File: config.mk
export PLATFORM = sky130hd
export DESIGN_NAME = frame_buffer_pool_manager_core
export DESIGN_NICKNAME = d
export VERILOG_FILES = /design/src/hw/rtl/fbpm_pkg.sv /design/src/hw/rtl/fbpm_fifo.sv /design/src/hw/rtl/fbpm_scan.sv /design/src/hw/rtl/frame_buffer_pool_manager_core.sv
export SDC_FILE = /design/constraint.sdc
export NUM_CORES = 1
export LEC_CHECK = 0
export ABC_AREA = 1
export BUFFER_PORTS_ARGS = -buffer_cell sky130_fd_sc_hd__buf_4
export CAP_MARGIN = 10
export CORE_UTILIZATION = 25
export CTS_CLUSTER_DIAMETER = 120
export CTS_CLUSTER_SIZE = 14
export DETAILED_ROUTE_END_ITERATION = 16
export PLACE_DENSITY = 0.46
export SLEW_MARGIN = 20
export SYNTH_ARGS = -nofsm -noshare
export SYNTH_HDL_FRONTEND = slang
export SYNTH_SLANG_ARGS = --single-unit
File: constraint.sdc
create_clock -name clk -period 4.95 [get_ports clk]
set_input_delay 0.495 -clock clk [delete_from_list [all_inputs] [get_ports clk]]
set_output_delay 0.495 -clock clk [all_outputs]
set_load 0.02 [all_outputs]
File: src/hw/rtl/fbpm_pkg.sv
package fbpm_pkg;

  localparam int IDX_W  = 4;
  localparam int ADDR_W = 32;
  localparam int SIZE_W = 21;
  localparam int CFG_W  = 32;

  localparam logic [1:0] REQ_PRODUCE = 2'd0;
  localparam logic [1:0] REQ_GET     = 2'd1;
  localparam logic [1:0] REQ_RETURN  = 2'd2;

  localparam logic [1:0] STS_OK        = 2'd0;
  localparam logic [1:0] STS_EMPTY     = 2'd1;
  localparam logic [1:0] STS_NOT_FOUND = 2'd2;
  localparam logic [1:0] STS_NOT_OUT   = 2'd3;

  localparam logic CFG_BASE   = 1'b0;
  localparam logic CFG_STRIDE = 1'b1;

  localparam logic [ADDR_W-1:0] BASE_RESET   = 32'd0;
  localparam logic [SIZE_W-1:0] STRIDE_RESET = 21'd65536;

  typedef struct packed {
    logic [1:0]        req_type;
    logic [ADDR_W-1:0] buffer_address;
    logic [SIZE_W-1:0] written_size;
  } fbpm_req_t;

  typedef struct packed {
    logic [1:0]        status;
    logic [IDX_W-1:0]  buffer_index;
    logic [ADDR_W-1:0] buffer_start;
    logic [SIZE_W-1:0] frame_len;
    logic              reused_filled;
  } fbpm_rsp_t;

  typedef struct packed {
    logic             done;
    logic             found;
    logic [IDX_W-1:0] index;
  } fbpm_scan_t;

endpackage

File: src/hw/rtl/fbpm_fifo.sv
module fbpm_fifo import fbpm_pkg::*; #(
  parameter int DEPTH  = 4,
  parameter bit PRESET = 1'b0,
  localparam int CNT_W = $clog2(DEPTH + 1)
) (
  input  logic             clk,
  input  logic             rst_n,
  input  logic             push,
  input  logic [IDX_W-1:0] push_data,
  input  logic             pop,
  output logic [IDX_W-1:0] head,
  output logic [CNT_W-1:0] count
);

  localparam int PTR_W = (DEPTH > 1) ? $clog2(DEPTH) : 1;

  logic [IDX_W-1:0] mem [DEPTH];
  logic [IDX_W-1:0] mem_q;
  logic             sel_q;
  logic [PTR_W-1:0] ptr_q;

  logic [PTR_W-1:0] rd_ptr_r, rd_ptr_nxt;
  logic [PTR_W-1:0] wr_ptr_r, wr_ptr_nxt;
  logic [CNT_W-1:0] count_r, count_nxt;
  logic [DEPTH-1:0] wr_flag_r;
  logic             push_ok;

  function automatic logic [PTR_W-1:0] ptr_next(input logic [PTR_W-1:0] p);
    return (p == PTR_W'(DEPTH - 1)) ? '0 : p + PTR_W'(1);
  endfunction

  // a pop in the same cycle makes room for the push
  assign push_ok = push && ((count_r != CNT_W'(DEPTH)) || pop);

  always_comb begin
    rd_ptr_nxt = pop     ? ptr_next(rd_ptr_r) : rd_ptr_r;
    wr_ptr_nxt = push_ok ? ptr_next(wr_ptr_r) : wr_ptr_r;
    count_nxt  = count_r;
    if (push_ok && !pop) begin
      count_nxt = count_r + CNT_W'(1);
    end else if (pop && !push_ok) begin
      count_nxt = count_r - CNT_W'(1);
    end
  end

  always_ff @(posedge clk) begin
    if (!rst_n) begin
      rd_ptr_r  <= '0;
      wr_ptr_r  <= '0;
      count_r   <= PRESET ? CNT_W'(DEPTH) : '0;
      wr_flag_r <= '0;
    end else begin
      rd_ptr_r <= rd_ptr_nxt;
      wr_ptr_r <= wr_ptr_nxt;
      count_r  <= count_nxt;
      if (push_ok) begin
        wr_flag_r[wr_ptr_r] <= 1'b1;
      end
    end
  end

  always_ff @(posedge clk) begin
    if (push_ok) begin
      mem[wr_ptr_r] <= push_data;
    end
    mem_q <= mem[rd_ptr_r];
    sel_q <= wr_flag_r[rd_ptr_r] || !PRESET;
    ptr_q <= rd_ptr_r;
  end

  // with PRESET set, an entry never written holds its own position
  assign head  = sel_q ? mem_q : IDX_W'(ptr_q);
  assign count = count_r;

endmodule

File: src/hw/rtl/fbpm_scan.sv
module fbpm_scan import fbpm_pkg::*; #(
  parameter int NUM_BUFFERS = 4
) (
  input  logic              clk,
  input  logic              rst_n,
  input  logic              start,
  input  logic [ADDR_W-1:0] base,
  input  logic [SIZE_W-1:0] stride,
  input  logic [ADDR_W-1:0] addr,
  output fbpm_scan_t        res
);

  localparam int CNT_W = (NUM_BUFFERS > 1) ? $clog2(NUM_BUFFERS) : 1;

  logic              busy_r;
  logic [CNT_W-1:0]  pos_r;
  logic [ADDR_W-1:0] cand_r;
  logic              match;
  logic              last;

  assign match = (cand_r == addr);
  assign last  = (pos_r == CNT_W'(NUM_BUFFERS - 1));

  always_ff @(posedge clk) begin
    if (!rst_n) begin
      busy_r <= 1'b0;
    end else if (start) begin
      busy_r <= 1'b1;
    end else if (busy_r && (match || last)) begin
      busy_r <= 1'b0;
    end
  end

  // walk the buffer starts from index zero so the lowest index wins
  always_ff @(posedge clk) begin
    if (start) begin
      pos_r  <= '0;
      cand_r <= base;
    end else if (busy_r && !match && !last) begin
      pos_r  <= pos_r + CNT_W'(1);
      cand_r <= cand_r + ADDR_W'(stride);
    end
  end

  assign res.done  = busy_r && (match || last);
  assign res.found = busy_r && match;
  assign res.index = IDX_W'(pos_r);

endmodule

File: src/hw/rtl/frame_buffer_pool_manager_core.sv
// Frame buffer pool with drop-oldest policy. Each request gives exactly one
// response. Produce and get choose the buffer from the FIFO heads and then load
// the result into the response register; a return first scans the buffer starts
// up to the matched index, or through all NUM_BUFFERS starts when none matches.
// The start compare runs through one adder a cycle. A new request is taken in the
// cycle after the previous response is loaded into the output register, even
// while that response is still stalled; a stalled response holds the next one in
// its final step.
// Buffer state lives in two small FIFO memories and a size memory; no
// clearing pass is needed after reset.
module frame_buffer_pool_manager_core import fbpm_pkg::*; #(
  parameter int NUM_BUFFERS = 4
) (
  input  logic             clk,
  input  logic             rst_n,
  input  logic             in_valid,
  output logic             in_stall,
  input  fbpm_req_t        in_data,
  output logic             out_valid,
  input  logic             out_stall,
  output fbpm_rsp_t        out_data,
  input  logic             cfg_we,
  input  logic             cfg_index,
  input  logic [CFG_W-1:0] cfg_wdata
);

  localparam int BI_W  = (NUM_BUFFERS > 1) ? $clog2(NUM_BUFFERS) : 1;
  localparam int CNT_W = $clog2(NUM_BUFFERS + 1);
  localparam int PRD_W = IDX_W + SIZE_W;

  localparam logic [1:0] S_IDLE = 2'd0;
  localparam logic [1:0] S_RUN  = 2'd1;
  localparam logic [1:0] S_SCAN = 2'd2;
  localparam logic [1:0] S_FIN  = 2'd3;

  logic [1:0] state_r, state_nxt;

  logic [ADDR_W-1:0] base_r;
  logic [SIZE_W-1:0] stride_r;
  logic [NUM_BUFFERS-1:0] out_flag_r;

  fbpm_req_t req_r;

  logic [1:0]        status_r;
  logic [IDX_W-1:0]  idx_r;
  logic [PRD_W-1:0]  prod_r;
  logic [SIZE_W-1:0] fsize_r;
  logic              reused_r;
  logic              use_calc_r;
  logic              use_addr_r;
  logic              size_from_mem_r;

  logic              out_valid_r;
  fbpm_rsp_t         out_data_r;

  logic [SIZE_W-1:0] size_mem [NUM_BUFFERS];
  logic [SIZE_W-1:0] size_q;

  logic             free_pop, free_push;
  logic             filled_pop, filled_push;
  logic [IDX_W-1:0] free_head, filled_head;
  logic [CNT_W-1:0] free_cnt, filled_cnt;

  logic             scan_start;
  fbpm_scan_t       scan_res;

  logic              accept;
  logic              fin_go;
  logic [SIZE_W-1:0] clamp_size;
  logic              have_buf;
  logic [IDX_W-1:0]  run_idx;
  logic              hit_out;

  assign accept     = in_valid && !in_stall;
  assign in_stall   = (state_r != S_IDLE);
  assign fin_go     = (state_r == S_FIN) && (!out_valid_r || !out_stall);
  assign clamp_size = (req_r.written_size > stride_r) ? stride_r : req_r.written_size;
  assign hit_out    = out_flag_r[scan_res.index[BI_W-1:0]];

  fbpm_fifo #(.DEPTH(NUM_BUFFERS), .PRESET(1'b1)) u_free (
    .clk       (clk),
    .rst_n     (rst_n),
    .push      (free_push),
    .push_data (scan_res.index),
    .pop       (free_pop),
    .head      (free_head),
    .count     (free_cnt)
  );

  fbpm_fifo #(.DEPTH(NUM_BUFFERS), .PRESET(1'b0)) u_filled (
    .clk       (clk),
    .rst_n     (rst_n),
    .push      (filled_push),
    .push_data (run_idx),
    .pop       (filled_pop),
    .head      (filled_head),
    .count     (filled_cnt)
  );

  fbpm_scan #(.NUM_BUFFERS(NUM_BUFFERS)) u_scan (
    .clk    (clk),
    .rst_n  (rst_n),
    .start  (scan_start),
    .base   (base_r),
    .stride (stride_r),
    .addr   (req_r.buffer_address),
    .res    (scan_res)
  );

  // choose the buffer for produce or get from the FIFO heads read last cycle
  always_comb begin
    free_pop    = 1'b0;
    filled_pop  = 1'b0;
    filled_push = 1'b0;
    have_buf    = 1'b0;
    run_idx     = free_head;
    scan_start  = 1'b0;
    if (state_r == S_RUN) begin
      case (req_r.req_type)
        REQ_PRODUCE: begin
          if (free_cnt != '0) begin
            free_pop = 1'b1;
            have_buf = 1'b1;
          end else if (filled_cnt != '0) begin
            filled_pop = 1'b1;
            run_idx    = filled_head;
            have_buf   = 1'b1;
          end
          filled_push = have_buf;
        end
        REQ_GET: begin
          run_idx = filled_head;
          if (filled_cnt != '0) begin
            filled_pop = 1'b1;
            have_buf   = 1'b1;
          end
        end
        REQ_RETURN: begin
          scan_start = 1'b1;
        end
        default: begin
          have_buf = 1'b0;
        end
      endcase
    end
    free_push = (state_r == S_SCAN) && scan_res.found && hit_out;
  end

  always_comb begin
    state_nxt = state_r;
    case (state_r)
      S_IDLE: if (accept) state_nxt = S_RUN;
      S_RUN:  state_nxt = (req_r.req_type == REQ_RETURN) ? S_SCAN : S_FIN;
      S_SCAN: if (scan_res.done) state_nxt = S_FIN;
      S_FIN:  if (fin_go) state_nxt = S_IDLE;
      default: state_nxt = S_IDLE;
    endcase
  end

  always_ff @(posedge clk) begin
    if (!rst_n) begin
      state_r     <= S_IDLE;
      out_valid_r <= 1'b0;
      base_r      <= BASE_RESET;
      stride_r    <= STRIDE_RESET;
      out_flag_r  <= '0;
    end else begin
      state_r <= state_nxt;
      if (fin_go) begin
        out_valid_r <= 1'b1;
      end else if (!out_stall) begin
        out_valid_r <= 1'b0;
      end
      if (cfg_we) begin
        case (cfg_index)
          CFG_BASE:   base_r   <= cfg_wdata;
          CFG_STRIDE: stride_r <= cfg_wdata[SIZE_W-1:0];
          default:    base_r   <= base_r;
        endcase
      end
      if ((state_r == S_RUN) && (req_r.req_type == REQ_GET) && have_buf) begin
        out_flag_r[run_idx[BI_W-1:0]] <= 1'b1;
      end
      if (free_push) begin
        out_flag_r[scan_res.index[BI_W-1:0]] <= 1'b0;
      end
    end
  end

  // size memory: produce writes, get reads at the same step
  always_ff @(posedge clk) begin
    if ((state_r == S_RUN) && (req_r.req_type == REQ_PRODUCE) && have_buf) begin
      size_mem[run_idx[BI_W-1:0]] <= clamp_size;
    end
    if ((state_r == S_RUN) && (req_r.req_type == REQ_GET)) begin
      size_q <= size_mem[run_idx[BI_W-1:0]];
    end
  end

  always_ff @(posedge clk) begin
    if (accept) begin
      req_r <= in_data;
    end
    if (state_r == S_RUN) begin
      status_r        <= have_buf ? STS_OK : STS_EMPTY;
      idx_r           <= have_buf ? run_idx : '0;
      prod_r          <= PRD_W'(run_idx) * PRD_W'(stride_r);
      use_calc_r      <= have_buf;
      use_addr_r      <= 1'b0;
      reused_r        <= have_buf && (req_r.req_type == REQ_PRODUCE) && (free_cnt == '0);
      fsize_r         <= (have_buf && (req_r.req_type == REQ_PRODUCE)) ? clamp_size : '0;
      size_from_mem_r <= have_buf && (req_r.req_type == REQ_GET);
    end
    if ((state_r == S_SCAN) && scan_res.done) begin
      use_addr_r <= scan_res.found;
      idx_r      <= scan_res.found ? scan_res.index : '0;
      if (!scan_res.found) begin
        status_r <= STS_NOT_FOUND;
      end else if (hit_out) begin
        status_r <= STS_OK;
      end else begin
        status_r <= STS_NOT_OUT;
      end
    end
    if (fin_go) begin
      out_data_r.status        <= status_r;
      out_data_r.buffer_index  <= idx_r;
      out_data_r.reused_filled <= reused_r;
      out_data_r.frame_len     <= size_from_mem_r ? size_q : fsize_r;
      if (use_addr_r) begin
        out_data_r.buffer_start <= req_r.buffer_address;
      end else if (use_calc_r) begin
        out_data_r.buffer_start <= base_r + ADDR_W'(prod_r);
      end else begin
        out_data_r.buffer_start <= '0;
      end
    end
  end

  assign out_valid = out_valid_r;
  assign out_data  = out_data_r;

endmodule

Word level (Yosys, flattened, before mapping)
Memory sizes are Yosys's and may differ from the RTL's. A register that Yosys moved wholly into a read port is not among the register bits.
Index checks and enable logic that the tools add are counted.

storage, ports and cells
  register bits = 291
  latch bits = 0
  RAM bits = 108
  ROM bits = 0
  input port bits = 93
  output and inout bits = 62
  word-level logic and storage cells = 203
  memories kept = 3

memories
  memory        depth  bits a word  rd ports  clocked after Yosys merged registers in  write ports  line                                  RTL
  size_mem      4      21           1         1                                        1            frame_buffer_pool_manager_core.sv:56  logic [SIZE_W-1:0] size_mem [NUM_BUFFERS];
  u_filled.mem  4      4            1         1                                        1            fbpm_fifo.sv:17                       logic [IDX_W-1:0] mem [DEPTH];
  u_free.mem    4      2            1         1                                        1            fbpm_fifo.sv:17

cells by class
  add/subtract/negate cells = 11
  multipliers = 1
  divide/modulo/power cells = 0
  magnitude comparators = 8
  equal/unequal tests = 17
  shift operators = 0
  multiplexer cells = 72
  bitwise operators = 5
  reductions and logical operators = 52

operators by type and width
  operator                                             number
  2-to-1 mux 32 bit                                    4
  2-to-1 mux 21 bit                                    2
  2-to-1 mux 4 bit                                     10
  adder 32 x 21 -> 32 bit                              1
  adder 32 x 25 -> 32 bit                              1
  equality test 32 bit                                 1
  2-to-1 mux 1 bit                                     31
  logical AND 1 bit                                    25
  multiplier 4 x 21 -> 25 bit                          1
  2-to-1 mux 2 bit                                     12
  > comparator 21 bit                                  1
  equality test 2 bit, second input constant           8
  < comparator 2 x 3 -> 1 bit, second input constant   4
  2-to-1 mux 3 bit                                     4
  nonzero test 2 bit                                   6
  adder 2 x 1 -> 2 bit, second input constant          5
  zero test 1 bit                                      9
  bitwise OR 4 bit                                     2
  one-hot mux 2 bit (4 select lines)                   1
  one-hot mux 4 bit (2 select lines)                   1
  adder 3 x 1 -> 3 bit, second input constant          2
  demux 1 bit (select 2 bit)                           3
  >= comparator 2 x 1 -> 1 bit, second input constant  3
  != test 2 bit, second input constant                 3
  15 further kinds                                     26

Depth between registers and ports, before layout
  word-level depth = 14
  depth in mapped cells = 24
  depth with buffers taken out = 22

Hierarchy
From an unflattened synthesis, not the netlist that was laid out.

unflattened totals
  cell total of the unflattened synthesis = 2890
  area total of the unflattened synthesis = 24414.7 um^2

by module, submodules not included
  module                          instances  cells each  area an instance (um^2)  sequential area each (um^2)
  frame_buffer_pool_manager_core  1          2047        18132.4                  9489.1
  fbpm_scan                       1          612         3789.9                   1021.0
  fbpm_fifo (u_free)              1          128         1371.3                   840.8
  fbpm_fifo (u_filled)            1          103         1121.1                   700.7

Worst setup path before layout
Ideal clock, no wire load.

  path type = register to register
  start = reg state_r[1]
  end = reg prod_r[21], data pin
  setup time = 0.265 ns
  arrival time = 4.937 ns
  data required time = 4.685 ns
  slack = -0.252 ns
  cell stages (with the launch flop) = 21
  buffers on the path = 3
  clock period less this slack = 5.202 ns
  cell sequence = dfxtp_1 inv_1 ha_1 inv_2 nor2_4 nand2_2 o21ai_2 buf_6 buf_2 nor2_1 fa_1 inv_1 fa_1 inv_1 ha_1 clkbuf_1 nand2_1 nor4_1 nand4_1 nand3_1 xor2_1

on the way
  word-level cells in the longest chain between the ends = 3

RTL lines
  item                          line                                   RTL
  start, declared               frame_buffer_pool_manager_core.sv:36   logic [1:0] state_r, state_nxt;
  start signal, assigned        frame_buffer_pool_manager_core.sv:168  state_r <= state_nxt;
  equality test 2 x 1 -> 1 bit  frame_buffer_pool_manager_core.sv:118  if (state_r == S_RUN) begin
  2-to-1 mux 4 bit              frame_buffer_pool_manager_core.sv:118
  multiplier 4 x 21 -> 25 bit   frame_buffer_pool_manager_core.sv:207  prod_r <= PRD_W'(run_idx) * PRD_W'(stride_r);
  end signal, assigned          frame_buffer_pool_manager_core.sv:207
  end, declared                 frame_buffer_pool_manager_core.sv:46   logic [PRD_W-1:0] prod_r;

Every way passes these cells.
A chain may end at the register's enable or synchronous reset.

Final worst setup path
  start = reg state_r[1]
  end = reg prod_r[24], data pin

The elaborated chain is that of the path after synthesis.

==> out/results.tsv <==
metric	value	unit
Tightest Pin Transition	1.00	ns
Yosys cell types	53	
status	completed	
Final HPWL DP	54.4	mm
Setup CP Type	reg2reg	
first drt pass iteration count	6	
Leakage Power	11.1	nW
clock-pin transition on the worst setup and hold timing paths	0.08	ns
Mapped Area	0.0229	mm^2
first-pass GRT wire length	107	mm
DRT Wirelength	72.4	mm
setup violators final	0	
synth top area cells	edfxtp_1 (44%), nand2_1 (9.5%), dfxtp_1 (7.9%), ha_1 (6.4%), inv_1 (5.3%)	
initial antenna violation count	2	
syn nets	2766	
Cells after Synth	2514	
RSZ-0062 raised after global routing	no	
Via-to-Cell Ratio	4.51	
syn_area_per_cell	9.10	um^2
FMAX	220	MHz
final antenna-violating net count	0	
pins over their slew limit	0	
fin nets	2930	
TritonCTS clock tree	built	
Die ar.	0.0927	mm^2
R2R Path Start	state_r[1]	
Setup TNS Final	0	ns
PortBufs	154	
post-CTS setup buffer count	0	
worst-skew pair later-pin latency	0.57	ns
Layout Skew	0.0305	ns
HP Class	in2reg	
slew margin rel.	32.9	%
Post-synth EDFFs	332	
routability cong.	0.897	
commonest non-fill, non-tap cells in the layout	nand2_1 (577), edfxtp_1 (332), inv_1 (322)	
drt drc	0	
H-tree Lvls	2	
Max-Cap Viols	0	
ys flop type	edfxtp_1	
hold worst-path end	req_r[31]	
share of cells above drive strength 1	10.7	%
Seq/Total Area, Yosys	51.4	%
TritonCTS buffer count	36	
R2R cell count	22	
hold_sp	in_data[31]	
Worst R2R End	prod_r[24]	
Rows	110	
Worst Path Arrival	4.87	ns
Layout area overhead	16.1	%
Worst Path Required	5.28	ns
VDD IR-drop max	214	uV
Core Box Area	0.0903	mm^2
critical path startpoint category	register	
final hold slack	0.0956	ns
Die Ht	305	um
vias in the first global route	16900	
Hold Fails Final Rpt	0	
commonest non-fill, non-tap cell in the layout	nand2_1	
Crit. End Element	register	
GR Overflow Total	0	
CTS Sinks	422	
Yosys reg bits	422	
pin count of the biggest net entering global routing	72	
worst hold path depth	1	
Hold Buf Count CTS	0	
Synth top area share	43.6	%
Ys Warns	0	
Root Buffer	clkbuf_16	
Initial Utilization	25.3	%
CTS resizes	0	
gr usage total	15.3	%
initial drt markers	1351	
Routed WL per cell	18.6	um
Synth area leader	edfxtp_1	
Worst Path Max Fanout	13	
fillers	9652	
period utilization	91.8	%
pwr/cell area	413	mW/mm^2
Die X	305	um
Vias	17500	
post-layout min period	4.54	ns
ys async rst share	0	%
clock tree buffer depth	3	
r2r setup slk	0.41	ns
Ports	155	
-- critical path, cell delays in order (launching register included) --
cell and delay (ns):
dfxtp_1 0.34, inv_1 0.13, ha_2 0.20, inv_2 0.07
nor2_4 0.11, nand2_2 0.10, o21ai_2 0.43, buf_4 0.30
nor2_1 0.07, fa_1 0.50, inv_1 0.06, fa_1 0.53
inv_1 0.04, ha_1 0.34, nand2_1 0.10, inv_1 0.04
a21oi_1 0.30, inv_1 0.07, nand3_1 0.07, nand3_1 0.16
nand2_1 0.12, nand2_1 0.07, xor2_1 0.14
-- logic make-up (layout without fill, tap and decap cells) --
family,Yosys count,after routing,share of synthesized area [%]
multiplexers,23,23,1.12
AO/OA/AOI/OAI,406,406,9.61
XOR/XNOR,60,60,2.30
adder cells (fa/ha/maj),159,159,10.1
buffers and inverters,395,586,6.69
flip-flops,422,422,51.4
AND/OR/NAND/NOR,1049,1049,18.8
other,0,2,0
-- metal layers --
layer  GRT usage (%)  up-vias  part of all wire [%]
met3            2.30       63                   5.0
met4            3.65        0                   1.8
met1            21.6     8412                    48
met2            24.6      366                    46
met5               0        -                     0
li1                -     8671                     -
-- power breakdown --
group / switching, mW / total, mW / leakage (nW) / internal (mW)
registers: 0.358 / 4.96 / 3.81 / 4.61
clock network: 1.35 / 2.81 / 0.517 / 1.46
logic: 2.22 / 3.21 / 6.79 / 0.994
-- synth_stat cells (all sizes together), types with 4 or more instances --
cell type,n
a21o,10
a21oi,154
a22oi,5
a31oi,12
buf,21
clkbuf,36
dfxtp,90
edfxtp,332
fa,42
ha,117
inv,336
mux2,21
nand2,587
nand3,85
nand4,37
nor2,304
nor3,22
nor4,6
o21a,11
o21ai,189
o21bai,6
o22ai,12
or2,4
xnor2,34
xor2,26
-- registers in the layout, indices dropped and copies added, names as in the netlist, 8 cells and up --
name / count
u_free.mem: 8
size_q: 21
out_data: 60
stride_r: 21
u_filled.mem: 16
base_r: 32
fsize_r: 21
req_r: 55
prod_r: 25
u_scan.cand_r: 32
size_mem: 84
-- through the flow --
step / std cells / cell area [um^2] / util (%) / total power, mW / setup WS, ns
floorplan: 2514 / 22900 / - / 7.00 / 0.298
global placement: 3816 / 25500 / 28.2 / 8.29 / 0.460
detailed placement: 3816 / 25500 / 28.2 / 8.29 / 0.390
CTS: 3881 / 26600 / 29.4 / 11.1 / 0.384
global route: 3881 / 26600 / 29.4 / 11.6 / 0.0334
finish: 3883 / 26600 / 29.4 / 11.0 / 0.407
-- layout make-up --
type	count	area, um^2	area share [%]
Antenna cell	2	5.00	0.0188
Clock buffer	63	1050	3.97
Clock inverter	2	27.5	0.104
Inverter	338	1270	4.78
Multi-Input combinational cell	1697	9600	36.1
Sequential cell	422	11800	44.3
Tap cell	1176	1470	5.54
Timing Repair Buffer	183	1370	5.17
-- how the worst max path moves through the flow --
stage	startpoint	end	slack, ns	depth (start not counted)
detailed placement	state_r[1]	prod_r[20]	0.39	22
global route	state_r[1]	prod_r[13]	0.03	20
global placement	state_r[1]	prod_r[24]	0.46	22
floorplan	state_r[1]	prod_r[21]	0.30	20
finish	state_r[1]	prod_r[24]	0.41	22
CTS	state_r[1]	prod_r[20]	0.38	22
(Power assumes the default switching activity.)
